$ cat src/hdl/wsd_pkg.sv
package wsd_pkg;

	localparam int unsigned CfgAddrWidth = 3;
	localparam int unsigned CfgDataWidth = 32;

	localparam logic [31:0] MaxPayloadReset  = 32'd1048576;
	localparam logic        RequireMaskReset = 1'b1;

	localparam logic [6:0] Len7ControlMax = 7'd125;
	localparam logic [6:0] Len7Ext16      = 7'd126;
	localparam logic [6:0] Len7Ext64      = 7'd127;
	localparam logic [3:0] Ext16Bytes     = 4'd2;
	localparam logic [3:0] Ext64Bytes     = 4'd8;
	localparam logic [3:0] MaskKeyBytes   = 4'd4;

	typedef enum logic [0:0] {
		REG_MAX_PAYLOAD  = 1'b0,
		REG_REQUIRE_MASK = 1'b1
	} reg_index_t;

	typedef enum logic [2:0] {
		PH_FIRST   = 3'd0,
		PH_SECOND  = 3'd1,
		PH_EXTLEN  = 3'd2,
		PH_MASK    = 3'd3,
		PH_PAYLOAD = 3'd4
	} phase_t;

	typedef enum logic [1:0] {
		KIND_PAYLOAD = 2'd0,
		KIND_EMPTY   = 2'd1,
		KIND_ERROR   = 2'd2
	} kind_t;

	typedef enum logic [2:0] {
		ERR_NONE     = 3'd0,
		ERR_RESERVED = 3'd1,
		ERR_UNMASKED = 3'd2,
		ERR_CONTROL  = 3'd3,
		ERR_TOO_LONG = 3'd4
	} err_t;

endpackage

$ cat src/hdl/wsd_byte_if.sv
interface wsd_byte_if;
	logic       valid;
	logic       ready;
	logic [7:0] data_byte;

	modport source (output valid, output data_byte, input ready);
	modport sink (input valid, input data_byte, output ready);
endinterface

$ cat src/hdl/wsd_result_if.sv
interface wsd_result_if;
	logic        valid;
	logic        ready;
	logic [1:0]  kind;
	logic [7:0]  payload_byte;
	logic        final_flag;
	logic [3:0]  frame_opcode;
	logic [31:0] frame_length;
	logic        last_of_frame;
	logic [2:0]  error_code;

	modport source (
		output valid, output kind, output payload_byte, output final_flag,
		output frame_opcode, output frame_length, output last_of_frame,
		output error_code, input ready
	);
	modport sink (
		input valid, input kind, input payload_byte, input final_flag,
		input frame_opcode, input frame_length, input last_of_frame,
		input error_code, output ready
	);
endinterface

$ cat src/hdl/websocket_frame_deframer.sv
// WebSocket frame deframer.
// The bytes channel takes the raw frame stream, one byte per item. The results
// channel gives one item per payload byte, already unmasked, with the frame's FIN
// bit, opcode and length; last_of_frame marks the final item of each frame. A frame
// with no payload gives one empty-frame item, and a protocol error gives one error
// item, after which every byte is taken and dropped until reset.
// The APB port holds the payload length limit (address 0) and the mask requirement
// (address 4); the user must write it only while the block is idle, which the block does not enforce.
// Each accepted byte lands in an input register and is parsed from there into the
// result register when that register is empty or its item is being taken. One byte
// is taken in every cycle while the receiver does not stall; header bytes give no result.
// The input register lets one byte in while a result waits on a stalled
// receiver; once both registers are full the bytes channel drops ready.
// Reset clears the parser and restores the register defaults (limit of 1048576
// bytes, mask required).
module websocket_frame_deframer
	import wsd_pkg::*;
(
	input  logic                    clk,
	input  logic                    arst_n,
	input  logic                    psel,
	input  logic                    penable,
	input  logic                    pwrite,
	input  logic [CfgAddrWidth-1:0] paddr,
	input  logic [CfgDataWidth-1:0] pwdata,
	output logic [CfgDataWidth-1:0] prdata,
	output logic                    pready,
	wsd_byte_if.sink                bytes,
	wsd_result_if.source            results
);

	logic [31:0] max_q;
	logic        req_q;
	reg_index_t  reg_sel;

	logic        valid_s1;
	logic [7:0]  byte_s1;
	logic        advance;

	phase_t          phase_q, phase_n;
	logic            fin_q, fin_n;
	logic [3:0]      op_q, op_n;
	logic            mask_q, mask_n;
	logic [63:0]     acc_q, acc_n;
	logic [3:0]      left_q, left_n;
	logic [3:0][7:0] key_q, key_n;
	logic [1:0]      pos_q, pos_n;
	logic [31:0]     pl_q, pl_n;
	logic            err_q, err_n;

	logic        fire;
	kind_t       r_kind;
	logic [7:0]  r_pb;
	logic        r_fin;
	logic [3:0]  r_op;
	logic [31:0] r_len;
	logic        r_last;
	err_t        r_err;

	logic        len_ready;
	logic [63:0] len_val;
	logic [63:0] acc_sh;
	logic [31:0] pl_dec;

	assign pready  = 1'b1;
	assign reg_sel = reg_index_t'(paddr[2]);

	always_comb begin
		unique case (reg_sel)
			REG_MAX_PAYLOAD:  prdata = max_q;
			REG_REQUIRE_MASK: prdata = {{(CfgDataWidth-1){1'b0}}, req_q};
			default:          prdata = '0;
		endcase
	end

	always_ff @(posedge clk or negedge arst_n) begin
		if (!arst_n) begin
			max_q <= MaxPayloadReset;
			req_q <= RequireMaskReset;
		end else if (psel && penable && pwrite && pready) begin
			unique case (reg_sel)
				REG_MAX_PAYLOAD:  max_q <= pwdata[31:0];
				REG_REQUIRE_MASK: req_q <= pwdata[0];
				default: ;
			endcase
		end
	end

	assign advance     = valid_s1 && (!results.valid || results.ready);
	assign bytes.ready = !valid_s1 || advance;

	always_ff @(posedge clk or negedge arst_n) begin
		if (!arst_n) begin
			valid_s1 <= 1'b0;
		end else if (bytes.ready) begin
			valid_s1 <= bytes.valid;
		end
	end

	always_ff @(posedge clk) begin
		if (bytes.ready && bytes.valid) begin
			byte_s1 <= bytes.data_byte;
		end
	end

	always_comb begin
		phase_n   = phase_q;
		fin_n     = fin_q;
		op_n      = op_q;
		mask_n    = mask_q;
		acc_n     = acc_q;
		left_n    = left_q;
		key_n     = key_q;
		pos_n     = pos_q;
		pl_n      = pl_q;
		err_n     = err_q;
		fire      = 1'b0;
		r_kind    = KIND_PAYLOAD;
		r_pb      = 8'd0;
		r_fin     = fin_q;
		r_op      = op_q;
		r_len     = 32'd0;
		r_last    = 1'b1;
		r_err     = ERR_NONE;
		len_ready = 1'b0;
		len_val   = 64'd0;
		acc_sh    = {acc_q[55:0], byte_s1};
		pl_dec    = pl_q - 32'd1;

		if (!err_q) begin
			unique case (phase_q)
				PH_SECOND: begin
					mask_n = byte_s1[7];
					if (req_q && !byte_s1[7]) begin
						err_n  = 1'b1;
						fire   = 1'b1;
						r_kind = KIND_ERROR;
						r_err  = ERR_UNMASKED;
					end else if (op_q[3] && (!fin_q || byte_s1[6:0] > Len7ControlMax)) begin
						err_n  = 1'b1;
						fire   = 1'b1;
						r_kind = KIND_ERROR;
						r_err  = ERR_CONTROL;
					end else if (byte_s1[6:0] == Len7Ext16) begin
						acc_n   = 64'd0;
						left_n  = Ext16Bytes;
						phase_n = PH_EXTLEN;
					end else if (byte_s1[6:0] == Len7Ext64) begin
						acc_n   = 64'd0;
						left_n  = Ext64Bytes;
						phase_n = PH_EXTLEN;
					end else begin
						len_ready = 1'b1;
						len_val   = {57'd0, byte_s1[6:0]};
					end
				end
				PH_EXTLEN: begin
					acc_n  = acc_sh;
					left_n = left_q - 4'd1;
					if (left_n == 4'd0) begin
						len_ready = 1'b1;
						len_val   = acc_sh;
					end
				end
				PH_MASK: begin
					key_n[2'(~left_q[1:0] + 2'd1)] = byte_s1;
					left_n = left_q - 4'd1;
					if (left_n == 4'd0) begin
						pos_n = 2'd0;
						if (pl_q == 32'd0) begin
							phase_n = PH_FIRST;
							fire    = 1'b1;
							r_kind  = KIND_EMPTY;
						end else begin
							phase_n = PH_PAYLOAD;
						end
					end
				end
				PH_PAYLOAD: begin
					r_pb   = mask_q ? (byte_s1 ^ key_q[pos_q]) : byte_s1;
					pos_n  = pos_q + 2'd1;
					pl_n   = pl_dec;
					r_last = (pl_dec == 32'd0);
					if (pl_dec == 32'd0) begin
						phase_n = PH_FIRST;
					end
					fire   = 1'b1;
					r_kind = KIND_PAYLOAD;
					r_len  = acc_q[31:0];
				end
				default: begin
					fin_n = byte_s1[7];
					op_n  = byte_s1[3:0];
					r_fin = byte_s1[7];
					r_op  = byte_s1[3:0];
					if (byte_s1[6:4] != 3'd0) begin
						err_n  = 1'b1;
						fire   = 1'b1;
						r_kind = KIND_ERROR;
						r_err  = ERR_RESERVED;
					end else begin
						phase_n = PH_SECOND;
					end
				end
			endcase

			if (len_ready) begin
				acc_n = len_val;
				if (len_val[63:32] != 32'd0 || len_val[31:0] > max_q) begin
					err_n  = 1'b1;
					fire   = 1'b1;
					r_kind = KIND_ERROR;
					r_err  = ERR_TOO_LONG;
				end else begin
					pl_n  = len_val[31:0];
					pos_n = 2'd0;
					if (mask_n) begin
						phase_n = PH_MASK;
						left_n  = MaskKeyBytes;
					end else if (len_val[31:0] == 32'd0) begin
						phase_n = PH_FIRST;
						fire    = 1'b1;
						r_kind  = KIND_EMPTY;
					end else begin
						phase_n = PH_PAYLOAD;
					end
				end
			end
		end
	end

	always_ff @(posedge clk or negedge arst_n) begin
		if (!arst_n) begin
			phase_q <= PH_FIRST;
			fin_q   <= 1'b0;
			op_q    <= 4'd0;
			mask_q  <= 1'b0;
			acc_q   <= 64'd0;
			left_q  <= 4'd0;
			key_q   <= '0;
			pos_q   <= 2'd0;
			pl_q    <= 32'd0;
			err_q   <= 1'b0;
		end else if (advance) begin
			phase_q <= phase_n;
			fin_q   <= fin_n;
			op_q    <= op_n;
			mask_q  <= mask_n;
			acc_q   <= acc_n;
			left_q  <= left_n;
			key_q   <= key_n;
			pos_q   <= pos_n;
			pl_q    <= pl_n;
			err_q   <= err_n;
		end
	end

	always_ff @(posedge clk or negedge arst_n) begin
		if (!arst_n) begin
			results.valid <= 1'b0;
		end else if (advance) begin
			results.valid <= fire;
		end else if (results.ready) begin
			results.valid <= 1'b0;
		end
	end

	always_ff @(posedge clk) begin
		if (advance && fire) begin
			results.kind          <= r_kind;
			results.payload_byte  <= r_pb;
			results.final_flag    <= r_fin;
			results.frame_opcode  <= r_op;
			results.frame_length  <= r_len;
			results.last_of_frame <= r_last;
			results.error_code    <= r_err;
		end
	end

endmodule

$ cat src/flat_wrapper.sv
// flat-port wrapper written by rule: the top's interface ports become plain ports
module websocket_frame_deframer_flat import wsd_pkg::*;
  (clk, arst_n, psel, penable, pwrite, paddr, pwdata, prdata, pready, bytes_valid, bytes_data_byte, bytes_ready, results_valid, results_kind, results_payload_byte, results_final_flag, results_frame_opcode, results_frame_length, results_last_of_frame, results_error_code, results_ready);
  wsd_byte_if bytes_i ();
  wsd_result_if results_i ();
  input  logic clk;
  input  logic arst_n;
  input  logic psel;
  input  logic penable;
  input  logic pwrite;
  input  logic [CfgAddrWidth-1:0] paddr;
  input  logic [CfgDataWidth-1:0] pwdata;
  output logic [CfgDataWidth-1:0] prdata;
  output logic pready;
  input wire logic [$bits(bytes_i.valid)-1:0] bytes_valid;
  input wire logic [$bits(bytes_i.data_byte)-1:0] bytes_data_byte;
  output wire logic [$bits(bytes_i.ready)-1:0] bytes_ready;
  output wire logic [$bits(results_i.valid)-1:0] results_valid;
  output wire logic [$bits(results_i.kind)-1:0] results_kind;
  output wire logic [$bits(results_i.payload_byte)-1:0] results_payload_byte;
  output wire logic [$bits(results_i.final_flag)-1:0] results_final_flag;
  output wire logic [$bits(results_i.frame_opcode)-1:0] results_frame_opcode;
  output wire logic [$bits(results_i.frame_length)-1:0] results_frame_length;
  output wire logic [$bits(results_i.last_of_frame)-1:0] results_last_of_frame;
  output wire logic [$bits(results_i.error_code)-1:0] results_error_code;
  input wire logic [$bits(results_i.ready)-1:0] results_ready;
  assign bytes_i.valid = bytes_valid;
  assign bytes_i.data_byte = bytes_data_byte;
  assign bytes_ready = bytes_i.ready;
  assign results_valid = results_i.valid;
  assign results_kind = results_i.kind;
  assign results_payload_byte = results_i.payload_byte;
  assign results_final_flag = results_i.final_flag;
  assign results_frame_opcode = results_i.frame_opcode;
  assign results_frame_length = results_i.frame_length;
  assign results_last_of_frame = results_i.last_of_frame;
  assign results_error_code = results_i.error_code;
  assign results_i.ready = results_ready;
  websocket_frame_deframer u_core (.clk(clk), .arst_n(arst_n), .psel(psel), .penable(penable), .pwrite(pwrite), .paddr(paddr), .pwdata(pwdata), .prdata(prdata), .pready(pready), .bytes(bytes_i), .results(results_i));
endmodule
$ cat config.mk
export PLATFORM = sky130hd
export DESIGN_NAME = websocket_frame_deframer_flat
export DESIGN_NICKNAME = d
export VERILOG_FILES = /design/src/hdl/wsd_pkg.sv /design/src/hdl/wsd_byte_if.sv /design/src/hdl/wsd_result_if.sv /design/src/hdl/websocket_frame_deframer.sv /design/src/flat_wrapper.sv
export SDC_FILE = /design/constraint.sdc
export NUM_CORES = 1
export LEC_CHECK = 0
export ABC_CLOCK_PERIOD_IN_PS = 8000
export BUFFER_PORTS_ARGS = -buffer_cell sky130_fd_sc_hd__buf_4
export CORE_MARGIN = 2
export CORE_UTILIZATION = 59
export CTS_CLUSTER_DIAMETER = 120
export DETAILED_ROUTE_END_ITERATION = 10
export PLACE_DENSITY = 0.86
export SYNTH_ARGS = -nofsm -noshare
export SYNTH_HDL_FRONTEND = slang
export SYNTH_SLANG_ARGS = --single-unit
$ cat constraint.sdc
create_clock -name clk -period 8 [get_ports clk]
set_input_delay 0.4 -clock clk [delete_from_list [all_inputs] [get_ports clk]]
set_output_delay 0.4 -clock clk [all_outputs]
set_load 0.02 [all_outputs]
# == Word-level counts from Yosys, hierarchy flattened ==
# Cells that the tools add are included.
# classes
addsub,4
magnitude_cmp,5
eq_ne,9
muxes,94
bitwise,5
reduce_logical,34
# op_table
op,count
$mux 64,5
$mux 56,5
$pmux 64 s2,1
$pmux 56 s2,1
$logic_not 32->1,3
$mux 32,3
$pmux 32 s2,1
$mux 3,15
$mux 4,9
$bwmux 32,1
$gt 32x32->1,1
$reduce_bool 32->1,1
$sub 32x1->32 const B,1
$mux 1,27
$mux 2,12
$mux 8,3
$bmux 8 s2,1
$demux 8 s2,1
$eq 7x7->1 const B,2
$pmux 3 s4,1
$logic_and 1x1->1,8
$pmux 4 s2,1
$xor 8x8->8,1
$gt 7x7->1 const B,1
other kinds (28),46
# word_totals
regBits,230
in_bits,50
out_inout_bits,86

# == Depth between registers and ports, before layout ==
# logic_depth
word_depth,14
depth_mapped,17
ltp_nobuf,14

# == Worst setup path before layout ==
# Ideal clock, no wire load.
# synth_timing
path_kind,reg2reg
start,register u_core.left_q[0]
end,register u_core.results.error_code[0] (enable)
arrival_time_ns,5.865
slack_ns,1.645
path_stages_with_launch,16
n_path_buf,2
period_less_slack_ns,6.355
path_cell_list,dfrtp_1 -> inv_1 -> ha_1 -> and4b_1 -> a31o_2 -> clkbuf_1 -> clkbuf_1 -> and3_1 -> ha_1 -> nand4_1 -> or3_1 -> o32a_1 -> a32o_1 -> a31oi_1 -> nor3_1 -> a31oi_1
# synth_between
elab_chain_cells,12
# synth_lines
item,line,rtl
from (decl),websocket_frame_deframer.sv:45,"logic [3:0] left_q, left_n;"
from (signal assigned),websocket_frame_deframer.sv:250,left_q <= left_n;
$sub 4x1->4 *,"websocket_frame_deframer.sv:159, websocket_frame_deframer.sv:167",
$logic_not 4->1 *,"websocket_frame_deframer.sv:160, websocket_frame_deframer.sv:168",
branches (longest 7 deep; another with $gt 32x32->1),n/a,
$mux 1 *,websocket_frame_deframer.sv:207,if (len_ready) begin
$mux 1 *,websocket_frame_deframer.sv:130,if (!err_q) begin
$logic_and 1x1->1 *,websocket_frame_deframer.sv:269,if (advance && fire) begin
to (signal assigned),websocket_frame_deframer.sv:276,results.error_code <= r_err;
to (decl),wsd_result_if.sv:15,"output error_code, input ready"
# Every way passes the cells marked *. The select of a mux whose other input is x is not followed.
# A chain may end at the register's enable or synchronous reset.

# == Worst setup path in the final report ==
# layout_timing
start,register u_core.phase_q[2]
end,register u_core.results.frame_length[17] (enable)
# layout_between
elab_chain_cells,10
# layout_lines
item,line,rtl
from (decl),websocket_frame_deframer.sv:40,"phase_t phase_q, phase_n;"
from (signal assigned),websocket_frame_deframer.sv:245,phase_q <= phase_n;
branches (longest 7 deep; another with $gt 32x32->1),n/a,
$mux 1 *,websocket_frame_deframer.sv:207,
$mux 1 *,websocket_frame_deframer.sv:130,
$logic_and 1x1->1 *,websocket_frame_deframer.sv:269,
to (signal assigned),websocket_frame_deframer.sv:274,results.frame_length <= r_len;
to (decl),wsd_result_if.sv:14,"output frame_opcode, output frame_length, output last_of_frame,"
# Marks and branches as above.

==> impl_results.md <==
* Sequential fraction of design power at 48.6%
* Total wire length at 31.8 mm
* Hold slack at 12.2 ps
* Core ar. at 20,100 um^2
* Initial antenna violation count at 0
* Share of layout cells above drive strength 1 at 20.6%
* Worst setup EP type: register
* Post-DRT Antenna Nets at 0
* Clock insertion delay at the later pin of the skew report at 520 ps
* Total die area at 21,600 um^2
* Hold Buf Count CTS at 0
* Net count, final at 1,401
* Root Buffer Master: clkbuf_16
* Non-Filler Instances at 1,600
* I/O pin total at 136
* WL/cell at 19.9 um
* Cells after DPL at 1,556
* Most common cell after layout, fill and taps aside: nand2_1
* Area grow syn2layout at 16.2%
* Combinational Power Share at 9.4%
* All-Layer GR Usage at 29.5%
* Placer Congestion at 0.959
* Via density at 6.33
* Die X at 147 um
* Clock Skew at 14.1 ps
* Fmax at 168 MHz
* CP Launch Type: register
* Num CTS Buffers at 24
* Fin crit share at 74.5%
* Crit path from: u_core.phase_q[2]$_DFFE_PN0P_
* Initial DRT Pass Iterations at 8
* Final Max Slew Viols at 0
* Max Root-Sink Buffers at 3
* R2r setup slk at 2040 ps
* P_int at 2.00 mW
* Yosys warnings at 0
* R2R depth at 13
* FF+latch count, synth at 230
* Avg Inst Size Synth at 9.89 um^2
* Syn Nets at 1,306
* Setup Viol. Count Final at 0
* Synthesized area at 12,000 um^2
* First-pass GRT wire length at 51.4 mm
* Share of synthesized registers carrying an async set or reset at 74.3%
* Via count at 10,100
* Resized cells post-CTS at 0
* Arrival @ worst endpoint at 6140 ps
* GRT overflow at 0
* Req. time, crit path at 8190 ps
* DP Wirelength at 20.9 mm
* Critical path class: register to register
* Standard-cell rows at 52
* Post-synth top flop: dfrtp_1
* Setup total negative slack at 0 ps
* Post-CTS setup buffers at 0
* Register area share after synthesis at 50.3%
* Least-Margin Pin Slew at 1130 ps
* Largest net degree at the start of global routing at 110
* Htree depth at 1
* Distinct cells, synth at 75
* DRC at 0
* Psw at 625 uW
* Final Power at 2.63 mW
* Sink Count at 230
* CTS tree: done
* Final hold violation count at 0
* Worst VDD drop at 0.179 mV
* Net Sw Frac at 23.8%
* R2r endpoint: u_core.results.frame_length[17]$_SDFFCE_PP0P_
* Crit path max fanout at 36
* RSZ-0062 raised after global routing: false
* Critical path destination: u_core.results.frame_length[17]$_SDFFCE_PP0P_
* Vias in the first global route at 9,980
* DIE HEIGHT at 147 um
* Min-delay worst type: input port to async pin
* Max Cap Viol at 0
* Worst slew margin at 24.8%
* Starting Density at 59.9%
* EDFF count, synth at 59
* Most frequent cells in the layout: nand2_1 (191), dfrtp_1 (169), buf_4 (144)
* Clk slew on worst S/H paths at 60 ps
* FF-to-FF Start: u_core.phase_q[2]$_DFFE_PN0P_
* LEAKAGE at 6.52 nW
* Status: finished, final reports clean
* Antenna diode count at 0
* Post-layout min period at 5960 ps
* Total power divided by cell area at 188 nW/um^2
* Iter 0 DRT Violations at 1,077
* PortBufs at 132
* Clock power share at 41.9%
* Post-Synthesis Cells at 1,217
logic make-up (layout without fill, tap and decap cells):
group / count (synthesis) / count (layout) / synth area share (%)
simple gates: 555 / 555 / 22.7
compound gates: 174 / 174 / 9.62
xor+xnor: 15 / 15 / 1.09
flops: 230 / 230 / 50.3
other cells: 1 / 1 / 0.0311
buf+inv: 123 / 236 / 4.05
mux: 80 / 80 / 8.18
fa+ha+maj: 39 / 39 / 4.05
worst min path at each step:
stage | startpoint | end | slack [ps] | depth (start not counted)
2_1_floorplan | arst_n | u_core.acc_q[0]$_DFFE_PN0P_ | 100 | 0
3_3_place_gp | u_core.op_q[2]$_DFFE_PN0P_ | u_core.op_q[2]$_DFFE_PN0P_ | 450 | 2
3_5_place_dp | u_core.acc_q[51]$_DFFE_PN0P_ | u_core.acc_q[51]$_DFFE_PN0P_ | 460 | 2
4_1_cts | bytes_data_byte[2] | u_core.byte_s1[2]$_DFFE_PP_ | 40 | 1
5_1_grt | bytes_data_byte[2] | u_core.byte_s1[2]$_DFFE_PP_ | 40 | 1
6_report | arst_n | u_core.max_q[26]$_DFFE_PN0P_ | 10 | 1
cells in the mapped netlist, types with 39 or more instances:
cell type / n / area share (%)
mux2_2: 67 / 6.3
and2_1: 44 / 2.3
nor3_1: 46 / 1.9
nor2_1: 80 / 2.5
clkbuf_1: 65 / 2.0
inv_1: 47 / 1.5
nand3_1: 69 / 2.9
dfrtp_1: 169 / 35
o21ai_0: 48 / 2.0
ha_1: 39 / 4.1
edfxtp_1: 59 / 15
nand2_1: 192 / 6.0
registers in the layout (all words and copies together) (netlist names), 2 cells and up:
register	flops
u_core.acc_q	56
u_core.phase_q	3
u_core.pos_q	2
u_core.left_q	4
u_core.pl_q	32
u_core.op_q	4
u_core.key_q	32
u_core.results.frame_length	32
u_core.results.frame_opcode	4
u_core.byte_s1	8
u_core.results.payload_byte	8
u_core.results.error_code	3
u_core.results.kind	2
u_core.max_q	32
critical path, cell delays in order (launching register included):
cell and delay, ps:
dfrtp_1 530, nand2b_1 350, nor2_4 540, buf_4 460, and3_1 260, ha_1 140, nand4_1 120, or3_1 440
nor3_1 430, o41ai_1 220, a31oi_1 500, nor3_1 230, a31oi_4 880, buf_4 460
power groups by stage:
stage                     clock (mW)  combinational [mW]  sequential, mW
after detailed placement           0               0.245            1.30
final                           1.10               0.248            1.28
after global placement             0               0.237            1.29
after CTS                       1.12               0.248            1.28
after floorplan                    0               0.147            1.28
after global routing            1.16               0.269            1.28
final cells by class:
class | count | area, um^2
repair buffers | 145 | 1090
clock buffers | 39 | 729
multi-input cells | 864 | 5550
flip-flops and latches | 230 | 6050
inverters | 47 | 176
clock inverters | 5 | 51.3
well taps | 270 | 338
fillers | 1405 | 6120
per-stage QoR:
| stage | setup WS [ps] | utilization [%] | instance area (um^2) |
|---|---|---|---|
| floorplan | 1640 | - | 12000 |
| global placement | 2380 | 65.7 | 13200 |
| detailed placement | 2240 | 65.7 | 13200 |
| CTS | 2160 | 69.6 | 14000 |
| global route | 1640 | 69.6 | 14000 |
| finish | 2040 | 69.6 | 14000 |
per-layer routing:
metal	vias up	track usage [%]	share of wire (%)
met4	0	13.1	4.1
li1	4550	-	-
met2	551	49.8	50
met1	4912	37.9	38
met3	115	4.75	8.5
met5	-	0	0
(Power assumes the default switching activity.)
